--- config.mk ---
export PLATFORM = sky130hd
export DESIGN_NAME = keypad_datetime_entry_unit
export DESIGN_NICKNAME = d
export VERILOG_FILES = /design/src/kde_pkg.sv /design/src/keypad_datetime_entry_unit.sv
export SDC_FILE = /design/constraint.sdc
export NUM_CORES = 1
export LEC_CHECK = 0
export BUFFER_PORTS_ARGS = -buffer_cell sky130_fd_sc_hd__clkbuf_2
export CORE_MARGIN = 2
export CORE_UTILIZATION = 30
export DETAILED_ROUTE_END_ITERATION = 8
export GPL_ROUTABILITY_DRIVEN = 0
export SYNTH_ARGS = -nofsm -noshare
export SYNTH_HDL_FRONTEND = slang
export SYNTH_SLANG_ARGS = --single-unit
--- constraint.sdc ---
create_clock -name clk_i -period 5.55 [get_ports clk_i]
set_input_delay 1.11 -clock clk_i [delete_from_list [all_inputs] [get_ports clk_i]]
set_output_delay 1.11 -clock clk_i [all_outputs]
set_load 0.02 [all_outputs]
--- src/kde_pkg.sv ---
package kde_pkg;

  localparam int unsigned NumDigits  = 14;

  localparam logic [3:0] DIGIT_BLANK = 4'd15;
  localparam logic [2:0] FIELD_NONE  = 3'd6;
  localparam logic [2:0] FIELD_LAST  = 3'd5;

  typedef enum logic [2:0] {
    REQ_OPEN   = 3'd0,
    REQ_SELECT = 3'd1,
    REQ_KEY    = 3'd2,
    REQ_READ   = 3'd3,
    REQ_WRITE  = 3'd4
  } req_type_e;

  typedef enum logic [2:0] {
    MSG_NONE         = 3'd0,
    MSG_UNAVAILABLE  = 3'd1,
    MSG_SELECT_FIELD = 3'd2,
    MSG_INCOMPLETE   = 3'd3,
    MSG_BAD_DATE     = 3'd4,
    MSG_BAD_TIME     = 3'd5,
    MSG_SAVING       = 3'd6,
    MSG_WRITE_FAILED = 3'd7
  } msg_e;

  typedef enum logic [1:0] {
    KEY_DIGIT,
    KEY_SAVE,
    KEY_BACK,
    KEY_IGNORED
  } key_kind_e;

  typedef struct packed {
    key_kind_e  kind;
    logic [3:0] digit;
  } key_t;

  typedef struct packed {
    logic [3:0] tens;
    logic [3:0] ones;
  } digit_pair_t;

  // keypad layout 7 8 9 / 4 5 6 / 1 2 3 / save 0 backspace
  function automatic key_t key_decode(input logic [3:0] key);
    key_t k;
    k.kind  = KEY_DIGIT;
    k.digit = 4'd0;
    unique case (key)
      4'd0:    k.digit = 4'd7;
      4'd1:    k.digit = 4'd8;
      4'd2:    k.digit = 4'd9;
      4'd3:    k.digit = 4'd4;
      4'd4:    k.digit = 4'd5;
      4'd5:    k.digit = 4'd6;
      4'd6:    k.digit = 4'd1;
      4'd7:    k.digit = 4'd2;
      4'd8:    k.digit = 4'd3;
      4'd9:    k.kind  = KEY_SAVE;
      4'd10:   k.digit = 4'd0;
      4'd11:   k.kind  = KEY_BACK;
      default: k.kind  = KEY_IGNORED;
    endcase
    return k;
  endfunction

  // field that owns buffer position i (YYYYMMDDhhmmss)
  function automatic logic [2:0] field_of(input int unsigned i);
    logic [2:0] f;
    if (i < 4) begin
      f = 3'd0;
    end else begin
      f = 3'((((i - 4) >> 1) + 1));
    end
    return f;
  endfunction

  // position of buffer digit i inside its field
  function automatic logic [1:0] pos_of(input int unsigned i);
    logic [1:0] p;
    if (i < 4) begin
      p = 2'(i);
    end else begin
      p = {1'b0, 1'(i - 4)};
    end
    return p;
  endfunction

  function automatic logic [2:0] field_len(input logic [2:0] f);
    return (f == 3'd0) ? 3'd4 : 3'd2;
  endfunction

  // value / 10 as (v * 205) >> 11, exact over seven bits
  function automatic digit_pair_t split2(input logic [6:0] v);
    logic [14:0]  prod;
    logic [6:0]   rem;
    digit_pair_t  r;
    prod   = 15'(v) * 15'd205;
    r.tens = prod[14:11];
    rem    = v - 7'(r.tens * 4'd10);
    r.ones = rem[3:0];
    return r;
  endfunction

  function automatic logic [4:0] month_days(input logic [3:0] mo, input logic leap);
    logic [4:0] d;
    unique case (mo)
      4'd2:                      d = leap ? 5'd29 : 5'd28;
      4'd4, 4'd6, 4'd9, 4'd11:   d = 5'd30;
      default:                   d = 5'd31;
    endcase
    return d;
  endfunction

endpackage

--- src/keypad_datetime_entry_unit.sv ---
// channel | direction | handshake             | payload
// in      | into unit | in_valid_i/in_stall_o | req_type, field_index, key_pos,
//         |           |                       | clock_success, read_year..read_second
// out     | from unit | out_valid_o/out_stall_i| message_code, current_field, read/write
//         |           |                       | requests, write_year..write_second, session_done
//
// one word in and one word out per cycle sustained while the output does not stall
// first the decimal split of the clock read date-time goes into the input register,
// then key, select and save checks update the editor state and load the output register
// reset clears the state to an empty buffer with no field selected and no clock
// a stalled output holds; the input register keeps taking words while the output has room

module keypad_datetime_entry_unit (
  input  logic        clk_i,
  input  logic        rst_ni,

  input  logic        in_valid_i,
  output logic        in_stall_o,
  input  logic [2:0]  req_type_i,
  input  logic [2:0]  field_index_i,
  input  logic [3:0]  key_pos_i,
  input  logic        clock_success_i,
  input  logic [13:0] read_year_i,
  input  logic [6:0]  read_month_i,
  input  logic [6:0]  read_day_i,
  input  logic [6:0]  read_hour_i,
  input  logic [6:0]  read_minute_i,
  input  logic [6:0]  read_second_i,

  output logic        out_valid_o,
  input  logic        out_stall_i,
  output logic [2:0]  message_code_o,
  output logic [2:0]  current_field_o,
  output logic        read_request_o,
  output logic        write_request_o,
  output logic [11:0] write_year_o,
  output logic [3:0]  write_month_o,
  output logic [4:0]  write_day_o,
  output logic [4:0]  write_hour_o,
  output logic [5:0]  write_minute_o,
  output logic [5:0]  write_second_o,
  output logic        session_done_o
);
  import kde_pkg::*;

  // ---------------------------------------------------------------------
  // handshake
  // ---------------------------------------------------------------------
  logic in_valid_q, in_valid_d;
  logic out_valid_q, out_valid_d;
  logic in_take;
  logic proc;

  // the held word is processed when the output register is free or draining
  assign proc       = in_valid_q && (!out_valid_q || !out_stall_i);
  assign in_stall_o = in_valid_q && !proc;
  assign in_take    = in_valid_i && !in_stall_o;

  always_comb begin
    in_valid_d = in_valid_q;
    if (in_take) begin
      in_valid_d = 1'b1;
    end else if (proc) begin
      in_valid_d = 1'b0;
    end
    out_valid_d = out_valid_q;
    if (proc) begin
      out_valid_d = 1'b1;
    end else if (!out_stall_i) begin
      out_valid_d = 1'b0;
    end
  end

  // ---------------------------------------------------------------------
  // stage one: split the clock read into decimal digits
  // ---------------------------------------------------------------------
  logic [13:0] year_mod;
  logic [30:0] prod10;
  logic [26:0] prod100;
  logic [27:0] prod1000;
  logic [9:0]  yq10;
  logic [6:0]  yq100;
  logic [3:0]  yq1000;
  logic [13:0] yrem3;
  logic [9:0]  yrem2;
  logic [6:0]  yrem1;
  logic [3:0]  rd_digit [NumDigits];
  digit_pair_t mo_split, dy_split, hr_split, mi_split, se_split;

  // year is taken mod 10000, one subtract is enough for 14 bits
  assign year_mod = (read_year_i >= 14'd10000) ? (read_year_i - 14'd10000) : read_year_i;

  // quotients by 10, 100 and 1000 through reciprocal multiplies, all from year_mod
  assign prod10   = 31'(year_mod) * 31'd52429;
  assign prod100  = 27'(year_mod) * 27'd5243;
  assign prod1000 = 28'(year_mod) * 28'd8389;
  assign yq10     = prod10[28:19];
  assign yq100    = prod100[25:19];
  assign yq1000   = prod1000[26:23];

  assign yrem3 = year_mod - 14'(yq10 * 4'd10);
  assign yrem2 = yq10 - 10'(yq100 * 4'd10);
  assign yrem1 = yq100 - 7'(yq1000 * 4'd10);

  assign mo_split = split2(read_month_i);
  assign dy_split = split2(read_day_i);
  assign hr_split = split2(read_hour_i);
  assign mi_split = split2(read_minute_i);
  assign se_split = split2(read_second_i);

  always_comb begin
    rd_digit[0]  = yq1000;
    rd_digit[1]  = yrem1[3:0];
    rd_digit[2]  = yrem2[3:0];
    rd_digit[3]  = yrem3[3:0];
    rd_digit[4]  = mo_split.tens;
    rd_digit[5]  = mo_split.ones;
    rd_digit[6]  = dy_split.tens;
    rd_digit[7]  = dy_split.ones;
    rd_digit[8]  = hr_split.tens;
    rd_digit[9]  = hr_split.ones;
    rd_digit[10] = mi_split.tens;
    rd_digit[11] = mi_split.ones;
    rd_digit[12] = se_split.tens;
    rd_digit[13] = se_split.ones;
  end

  // input register, payload only
  logic [2:0] req_q;
  logic [2:0] fld_q;
  logic [3:0] key_q;
  logic       ok_q;
  logic [3:0] rd_q [NumDigits];

  always_ff @(posedge clk_i) begin
    if (in_take) begin
      req_q <= req_type_i;
      fld_q <= field_index_i;
      key_q <= key_pos_i;
      ok_q  <= clock_success_i;
      rd_q  <= rd_digit;
    end
  end

  // ---------------------------------------------------------------------
  // editor state
  // ---------------------------------------------------------------------
  logic [3:0] buf_q [NumDigits];
  logic [3:0] buf_d [NumDigits];
  logic [2:0] sel_q, sel_d;
  logic [2:0] off_q, off_d;
  logic       started_q, started_d;
  logic       loading_q, loading_d;
  logic       saving_q, saving_d;
  logic       avail_q, avail_d;
  msg_e       msg_q, msg_d;

  // ---------------------------------------------------------------------
  // save checks, always evaluated on the current buffer
  // ---------------------------------------------------------------------
  logic        complete;
  logic [13:0] num_year;
  logic [7:0]  num_month, num_day, num_hour, num_minute, num_second;
  logic        leap;
  logic [4:0]  dim;
  logic        date_ok, time_ok;

  always_comb begin
    complete = 1'b1;
    for (int unsigned i = 0; i < NumDigits; i++) begin
      if (buf_q[i] == DIGIT_BLANK) begin
        complete = 1'b0;
      end
    end
  end

  assign num_year   = 14'(buf_q[0]) * 14'd1000 + 14'(buf_q[1]) * 14'd100
                    + 14'(buf_q[2]) * 14'd10 + 14'(buf_q[3]);
  assign num_month  = 8'(buf_q[4]) * 8'd10 + 8'(buf_q[5]);
  assign num_day    = 8'(buf_q[6]) * 8'd10 + 8'(buf_q[7]);
  assign num_hour   = 8'(buf_q[8]) * 8'd10 + 8'(buf_q[9]);
  assign num_minute = 8'(buf_q[10]) * 8'd10 + 8'(buf_q[11]);
  assign num_second = 8'(buf_q[12]) * 8'd10 + 8'(buf_q[13]);

  // within 2000..2099 the only century year is 2000, which is divisible by 400,
  // so divisibility by four alone gives the gregorian rule there
  assign leap = (num_year[1:0] == 2'b00);
  assign dim  = month_days(num_month[3:0], leap);

  assign date_ok = (num_year >= 14'd2000) && (num_year <= 14'd2099)
                && (num_month >= 8'd1) && (num_month <= 8'd12)
                && (num_day >= 8'd1) && (num_day <= 8'(dim));
  assign time_ok = (num_hour <= 8'd23) && (num_minute <= 8'd59) && (num_second <= 8'd59);

  // ---------------------------------------------------------------------
  // stage two: next editor state and result word
  // ---------------------------------------------------------------------
  key_t       key;
  logic [2:0] eff_off;
  logic [2:0] off_inc;
  logic       rd_req, wr_req, done;

  assign key     = key_decode(key_q);
  // a fresh entry restarts at the first digit of the field
  assign eff_off = started_q ? off_q : 3'd0;
  assign off_inc = eff_off + 3'd1;

  always_comb begin
    buf_d     = buf_q;
    sel_d     = sel_q;
    off_d     = off_q;
    started_d = started_q;
    loading_d = loading_q;
    saving_d  = saving_q;
    avail_d   = avail_q;
    msg_d     = msg_q;
    rd_req    = 1'b0;
    wr_req    = 1'b0;
    done      = 1'b0;
    unique case (req_q)
      REQ_OPEN: begin
        for (int unsigned i = 0; i < NumDigits; i++) begin
          buf_d[i] = DIGIT_BLANK;
        end
        sel_d     = FIELD_NONE;
        off_d     = 3'd0;
        started_d = 1'b0;
        loading_d = 1'b1;
        saving_d  = 1'b0;
        avail_d   = 1'b0;
        msg_d     = MSG_NONE;
        rd_req    = 1'b1;
      end
      REQ_SELECT: begin
        if (fld_q <= FIELD_LAST) begin
          sel_d     = fld_q;
          off_d     = 3'd0;
          started_d = 1'b0;
          msg_d     = avail_q ? MSG_NONE : MSG_UNAVAILABLE;
        end
      end
      REQ_KEY: begin
        // keys count only with the clock up and no load or save pending
        if (key.kind != KEY_IGNORED && avail_q && !loading_q && !saving_q) begin
          priority if (key.kind == KEY_SAVE) begin
            priority if (!complete) begin
              msg_d = MSG_INCOMPLETE;
            end else if (!date_ok) begin
              msg_d = MSG_BAD_DATE;
            end else if (!time_ok) begin
              msg_d = MSG_BAD_TIME;
            end else begin
              saving_d = 1'b1;
              msg_d    = MSG_SAVING;
              wr_req   = 1'b1;
            end
          end else if (sel_q > FIELD_LAST) begin
            msg_d = MSG_SELECT_FIELD;
          end else if (key.kind == KEY_BACK) begin
            for (int unsigned i = 0; i < NumDigits; i++) begin
              if (field_of(i) == sel_q) begin
                buf_d[i] = DIGIT_BLANK;
              end
            end
            off_d     = 3'd0;
            started_d = 1'b1;
            msg_d     = MSG_NONE;
          end else begin
            // digit: write at the entry offset, blank the rest on a fresh entry
            for (int unsigned i = 0; i < NumDigits; i++) begin
              if (field_of(i) == sel_q) begin
                if ({1'b0, pos_of(i)} == eff_off) begin
                  buf_d[i] = key.digit;
                end else if (!started_q) begin
                  buf_d[i] = DIGIT_BLANK;
                end
              end
            end
            msg_d = MSG_NONE;
            if (off_inc >= field_len(sel_q)) begin
              // field full, move to the next one
              sel_d     = sel_q + 3'd1;
              off_d     = 3'd0;
              started_d = 1'b0;
            end else begin
              off_d     = off_inc;
              started_d = 1'b1;
            end
          end
        end
      end
      REQ_READ: begin
        loading_d = 1'b0;
        avail_d   = ok_q;
        if (ok_q) begin
          buf_d = rd_q;
          msg_d = MSG_NONE;
        end else begin
          msg_d = MSG_UNAVAILABLE;
        end
      end
      REQ_WRITE: begin
        saving_d = 1'b0;
        if (ok_q) begin
          done = 1'b1;
        end else begin
          msg_d = MSG_WRITE_FAILED;
        end
      end
      default: begin
        // unknown request codes leave everything as it is
      end
    endcase
  end

  always_ff @(posedge clk_i or negedge rst_ni) begin
    if (!rst_ni) begin
      in_valid_q  <= 1'b0;
      out_valid_q <= 1'b0;
      for (int unsigned i = 0; i < NumDigits; i++) begin
        buf_q[i] <= DIGIT_BLANK;
      end
      sel_q     <= FIELD_NONE;
      off_q     <= 3'd0;
      started_q <= 1'b0;
      loading_q <= 1'b0;
      saving_q  <= 1'b0;
      avail_q   <= 1'b0;
      msg_q     <= MSG_NONE;
    end else begin
      in_valid_q  <= in_valid_d;
      out_valid_q <= out_valid_d;
      if (proc) begin
        buf_q     <= buf_d;
        sel_q     <= sel_d;
        off_q     <= off_d;
        started_q <= started_d;
        loading_q <= loading_d;
        saving_q  <= saving_d;
        avail_q   <= avail_d;
        msg_q     <= msg_d;
      end
    end
  end

  // ---------------------------------------------------------------------
  // output register, payload only
  // ---------------------------------------------------------------------
  logic [2:0]  res_msg_q;
  logic [2:0]  res_field_q;
  logic        res_rd_q, res_wr_q, res_done_q;
  logic [11:0] res_year_q;
  logic [3:0]  res_month_q;
  logic [4:0]  res_day_q;
  logic [4:0]  res_hour_q;
  logic [5:0]  res_minute_q;
  logic [5:0]  res_second_q;

  always_ff @(posedge clk_i) begin
    if (proc) begin
      res_msg_q    <= msg_d;
      res_field_q  <= sel_d;
      res_rd_q     <= rd_req;
      res_wr_q     <= wr_req;
      res_done_q   <= done;
      res_year_q   <= wr_req ? num_year[11:0] : 12'd2000;
      res_month_q  <= wr_req ? num_month[3:0] : 4'd0;
      res_day_q    <= wr_req ? num_day[4:0] : 5'd0;
      res_hour_q   <= wr_req ? num_hour[4:0] : 5'd0;
      res_minute_q <= wr_req ? num_minute[5:0] : 6'd0;
      res_second_q <= wr_req ? num_second[5:0] : 6'd0;
    end
  end

  assign out_valid_o     = out_valid_q;
  assign message_code_o  = res_msg_q;
  assign current_field_o = res_field_q;
  assign read_request_o  = res_rd_q;
  assign write_request_o = res_wr_q;
  assign write_year_o    = res_year_q;
  assign write_month_o   = res_month_q;
  assign write_day_o     = res_day_q;
  assign write_hour_o    = res_hour_q;
  assign write_minute_o  = res_minute_q;
  assign write_second_o  = res_second_q;
  assign session_done_o  = res_done_q;

endmodule

==> results.cfg, run 1 <==
[status]
outcome = complete, but fails checks
violations = negative setup slack

[route]
post_drt_wl_per_cell_um = 15.5
vias = 16760
initialDrtViolationCount = 659
drc = 0
wl_um = 57000
firstDrtPassIters = 6
final_antenna_net_count = 0
viasPerCell = 4.56

[timing]
finalCriticalPeriod_ps = 7810
hold_violations = 0
min_period_over_period_pct = 141
fin_skew_ps = 12.4
worst_slack_ps = -2260
relSlewSlack_pct = 29.8
setup_violations = 15
report.final.slew_viol_count = 0
rsz0062_at_grt = yes
setup_tns_ps = -18610
worst_pin_slew_ps = 1040
fmax_mhz = 128

[finish]
finalNetCount = 3410
antennaDiodeCount = 0
area_growth_pct = 25.4
utilization_pct = 38.1
drive_gt1_share_pct = 26.1
fin_cells = 3672

[clocking]
path_clk_slew_ps = 70
cts_hold_buffers = 0
insertion_delay_ps = 450
numCtsBuffers = 17
cts_sinks = 185
h-tree-depth = 4
clockBufferDepth = 2
cts_tree = yes
cts-root-buf = clkbuf_16

[run]
drv_cap = 0

[synthesis]
avgSynthCellArea_sq_um = 10.3
synth.most_common_cell = ha_1
synth_nets = 3023
ys_ff_latch = 185
yosysTopAreaCell = ha_1
yosysTopAreaCellShare_pct = 27.5
synth_common_cells = ha_1 (507), inv_1 (478), fa_1 (210)
syn_inst = 2242
ys_seq_area_share_pct = 22.8
synth_cell_types = 72
synth_warnings = 0
async_flop_share_pct = 38.4
netlist_area_sq_um = 23100
synth_edf_count = 114
yosys-top-cells-area = ha_1 (27%), fa_1 (18%), edfxtp_1 (15%)
synth_ff_type = edfxtp_1

[global_route]
grt_pass1_wl_um = 91200
first_global_vias = 17331
grt_max_degree = 72
grt.overflow.total = 0
antenna_found_initial = 1
grt_usage_pct = 14.6

[placed_design]
dp_hpwl_um = 47700
numPortBuffers = 112
pre_cts_ws_ps = -3050
dp_cells = 3593

[floorplanning]
chipHeight_um = 281
start_util_pct = 30.3
io_pins = 113
core_area_sq_um = 76100
die_w_um = 281
die_area_sq_um = 79200
rows = 101

[critical_path]
arrival_ps = 8010
path_max_fanout = 5
crit_path_start_kind = primary input
critPathKind = primary input to flip-flop
cp_data_required_time_ps = 5750
slowest_delay_ps = 580
critPathCaptureType = flip-flop
slowest_stage = fa_1

[worst_hold_path]
worstHoldPathType = flip-flop to flip-flop
==> worst paths after layout <==
check	from	to	slack, ps	depth (start not counted)
max	read_year_i[5]	rd_q[47]	-2260	33
min	buf_q[27]	buf_q[27]	490	2
max reg2reg	buf_q[54]	message_code_o[0]	240	17
min reg2reg	buf_q[27]	buf_q[27]	490	2
max in group asynchronous	rst_ni	sel_q[0]	4100	1
min in group asynchronous	rst_ni	msg_q[0]	830	1
==> per-stage QoR <==
stage | instance area (sq um) | hold slack, ps
3_3_place_gp | 27000 | 467
4_1_cts | 28000 | 495
3_5_place_dp | 27000 | 483
5_1_grt | 29000 | 516
6_report | 29000 | 495
2_1_floorplan | 23400 | 457
==> state kept, by name (all words and copies together) (netlist names), 3 cells and up <==
| signal | flops |
|---|---|
| sel_q | 3 |
| req_q | 3 |
| write_year_o | 12 |
| off_q | 3 |
| write_minute_o | 6 |
| write_month_o | 4 |
| rd_q | 56 |
| buf_q | 56 |
| msg_q | 3 |
| current_field_o | 3 |
| message_code_o | 3 |
| key_q | 4 |
| write_day_o | 5 |
| fld_q | 3 |
| write_hour_o | 5 |
| write_second_o | 6 |
==> kinds of logic after synthesis <==
logic type	after synthesis	synth area share, %
compound gates	327	9.09
xor+xnor	111	4.33
fa+ha+maj	717	45.7
buf+inv	502	8.18
flops	185	22.8
mux	51	2.29
simple gates	349	7.57
==> routing by layer <==
metal / track usage (%) / up-vias / part of all wire, % / wire [um]
met1: 18.9 / 8089 / 46 / 25900
met4: 4.01 / 0 / 2.2 / 1250
met3: 2.15 / 55 / 3.3 / 1870
met5: 0 / - / 0 / 0
met2: 25.3 / 238 / 49 / 27900
li1: - / 8378 / - / -
==> area by class of cell <==
class / instances / area (sq um)
fillers: 7540 / 47100
multi-input cells: 1555 / 17200
flip-flops and latches: 185 / 5270
repair buffers: 391 / 2810
inverters: 479 / 1820
well taps: 1030 / 1290
clock buffers: 21 / 483
clock inverters: 11 / 82.6
==> worst max-delay path: cells and delay by family <==
kind	cells	cell delay [ps]
adders and majority gates	10	3660
xor gates and xnor gates	7	1170
AOI/OAI and AO/OA	6	890
and+or+nand+nor	4	710
buffers and inverters	6	470
==> placed cells by master (no fill, tap or decap), types with 7 or more instances in the layout <==
cell type / synthesis / final
or3_1: 17 / 15
mux2i_1: 36 / 36
fa_1: 210 / 197
o21ai_0: 84 / 74
and2_1: 19 / 17
o211ai_1: 10 / 10
nand3_1: 25 / 21
buf_6: 0 / 24
ha_1: 507 / 446
or2_2: 9 / 9
mux2_2: 15 / 15
a211oi_1: 16 / 11
xor2_1: 28 / 25
ha_4: 0 / 50
a21oi_1: 81 / 77
fa_2: 0 / 13
dfstp_2: 58 / 58
inv_1: 478 / 449
a41oi_1: 7 / 7
inv_2: 0 / 24
o22ai_1: 11 / 10
xnor2_4: 0 / 8
a21o_1: 31 / 31
nand2b_1: 10 / 10
xnor2_1: 81 / 66
nor2_1: 58 / 55
dfrtp_1: 13 / 13
nor2b_1: 18 / 17
ha_2: 0 / 11
edfxtp_1: 114 / 114
nand2_1: 95 / 88
nor3_1: 41 / 39
buf_4: 0 / 257
clkbuf_16: 0 / 18
o21a_1: 9 / 9
nand4_1: 26 / 26
clkbuf_2: 0 / 107
o21ai_1: 5 / 11
xnor2_2: 0 / 7
==> what timing repair did <==
action / 4_1_cts / 5_1_grt
gates resized for setup: 67 / 135
setup buffers: 14 / 38
pin swaps: 73 / 120
setup endpoints to repair: 17 / 63
Power of run 1 is not shown: default switching activity piles up to over one toggle a cycle in this logic, so the estimate is an artifact.
==> run 2, diff against run 1 <==
--- a/config.mk
+++ b/config.mk
@@ -10,6 +10,8 @@
 export CORE_UTILIZATION = 30
 export DETAILED_ROUTE_END_ITERATION = 8
 export GPL_ROUTABILITY_DRIVEN = 0
+export RECOVER_POWER = 100
+export SLEW_MARGIN = 20
 export SYNTH_ARGS = -nofsm -noshare
 export SYNTH_HDL_FRONTEND = slang
 export SYNTH_SLANG_ARGS = --single-unit
==> results.cfg, run 2 (synthesis results as in run 1) <==
[status]
outcome = complete, but fails checks
violations = negative setup slack

[timing]
report.final.slew_viol_count = 0
min_period_over_period_pct = 141
setup_violations = 15
finalCriticalPeriod_ps = 7810
fmax_mhz = 128
rsz0062_at_grt = yes
worst_pin_slew_ps = 1080
worst_slack_ps = -2260
fin_skew_ps = 11.4
relSlewSlack_pct = 27.5
hold_violations = 0

[finish]
fin_cells = 3672
stdcell_area_sq_um = 28900
final_common_cell = inv_1
drive_gt1_share_pct = 25.7
area_growth_pct = 25.4
most-common-layout-cells = inv_1 (449), ha_1 (446), buf_4 (257)
antennaDiodeCount = 0
finalNetCount = 3410

[clocking]
clockBufferDepth = 2
cts_tree = yes
numCtsBuffers = 17
cts_hold_buffers = 0
cts-root-buf = clkbuf_16
path_clk_slew_ps = 70
h-tree-depth = 4
cts_sinks = 185
insertion_delay_ps = 450

[floorplanning]
chipHeight_um = 281
die_area_sq_um = 79200
rows = 101
core_area_sq_um = 76100
start_util_pct = 30.3
io_pins = 113
die_w_um = 281

[critical_path]
slowest_stage = fa_2
critPathCaptureType = flip-flop
critPathKind = primary input to flip-flop
crit_path_start_kind = primary input
slowest_delay_ps = 570
arrival_ps = 8010
cp_data_required_time_ps = 5750
path_max_fanout = 5

[route]
vias = 16737
final_antenna_net_count = 0
post_drt_wl_per_cell_um = 15.5
firstDrtPassIters = 5
initialDrtViolationCount = 645
drc = 0
viasPerCell = 4.56
wl_um = 57000

[global_route]
first_global_vias = 17331
grt_usage_pct = 14.6
grtUsageMet1_pct = 18.9
grt_util_met3_pct = 2.15
grt_max_degree = 72
grt.overflow.total = 0
grt_pass1_wl_um = 91200
top_usage_layer = met2
gr-usage-met2_pct = 25.3
antenna_found_initial = 1

[placed_design]
dp_hpwl_um = 47700
placed_area_sq_um = 27000
numPortBuffers = 112
pre_cts_ws_ps = -3050
dp_cells = 3593

[worst_hold_path]
worstHoldPathType = flip-flop to flip-flop

[run]
drv_cap = 0
-- run 2: timing repair --
action	4_1_cts	5_1_grt
setup buffers	14	38
hold endpoints to repair	0	0
pin swaps	73	120
setup endpoints to repair	17	63
gates resized for setup	67	135
-- run 2: per-stage QoR --
step / hold WS [ps] / setup TNS [ps] / utilization (%)
floorplan: 457 / -21940 / -
global placement: 467 / -30300 / 35.4
detailed placement: 483 / -31910 / 35.4
CTS: 495 / -20620 / 36.8
global route: 516 / -21420 / 38.0
finish: 494 / -18680 / 38.0
-- run 2: path summary, 6_finish.rpt --
| check | from | cells after the start | to | slack (ps) |
|---|---|---|---|---|
| hold reg to reg | buf_q[35] | 2 | buf_q[35] | 490 |
| setup / recovery | read_year_i[5] | 33 | rd_q[47] | -2260 |
| hold / removal | buf_q[35] | 2 | buf_q[35] | 490 |
| setup reg to reg | buf_q[54] | 17 | message_code_o[0] | 230 |
| max in group asynchronous | rst_ni | 1 | sel_q[0] | 4110 |
| min in group asynchronous | rst_ni | 1 | msg_q[0] | 820 |
-- run 2: critical path, delay by kind of cell --
kind	cells	cell delay (ps)
AO/OA/AOI/OAI	6	900
buffers and inverters	6	470
adder cells (fa/ha/maj)	10	3650
AND/OR/NAND/NOR	4	710
XOR/XNOR	7	1170
-- run 2: layout make-up --
class | count | area [sq um]
Sequential cell | 185 | 5270
Clock buffer | 21 | 483
Clock inverter | 11 | 82.6
Fill cell | 7543 | 47100
Timing Repair Buffer | 391 | 2790
Tap cell | 1030 | 1290
Multi-Input combinational cell | 1555 | 17200
Inverter | 479 | 1820
-- run 2: routing by layer --
layer,vias to the layer above,share of wire (%)
met3,56,3.4
met2,256,49
met4,0,2.2
met5,-,0
met1,8049,45
li1,8376,-
Power of run 2 is left out for the same reason.
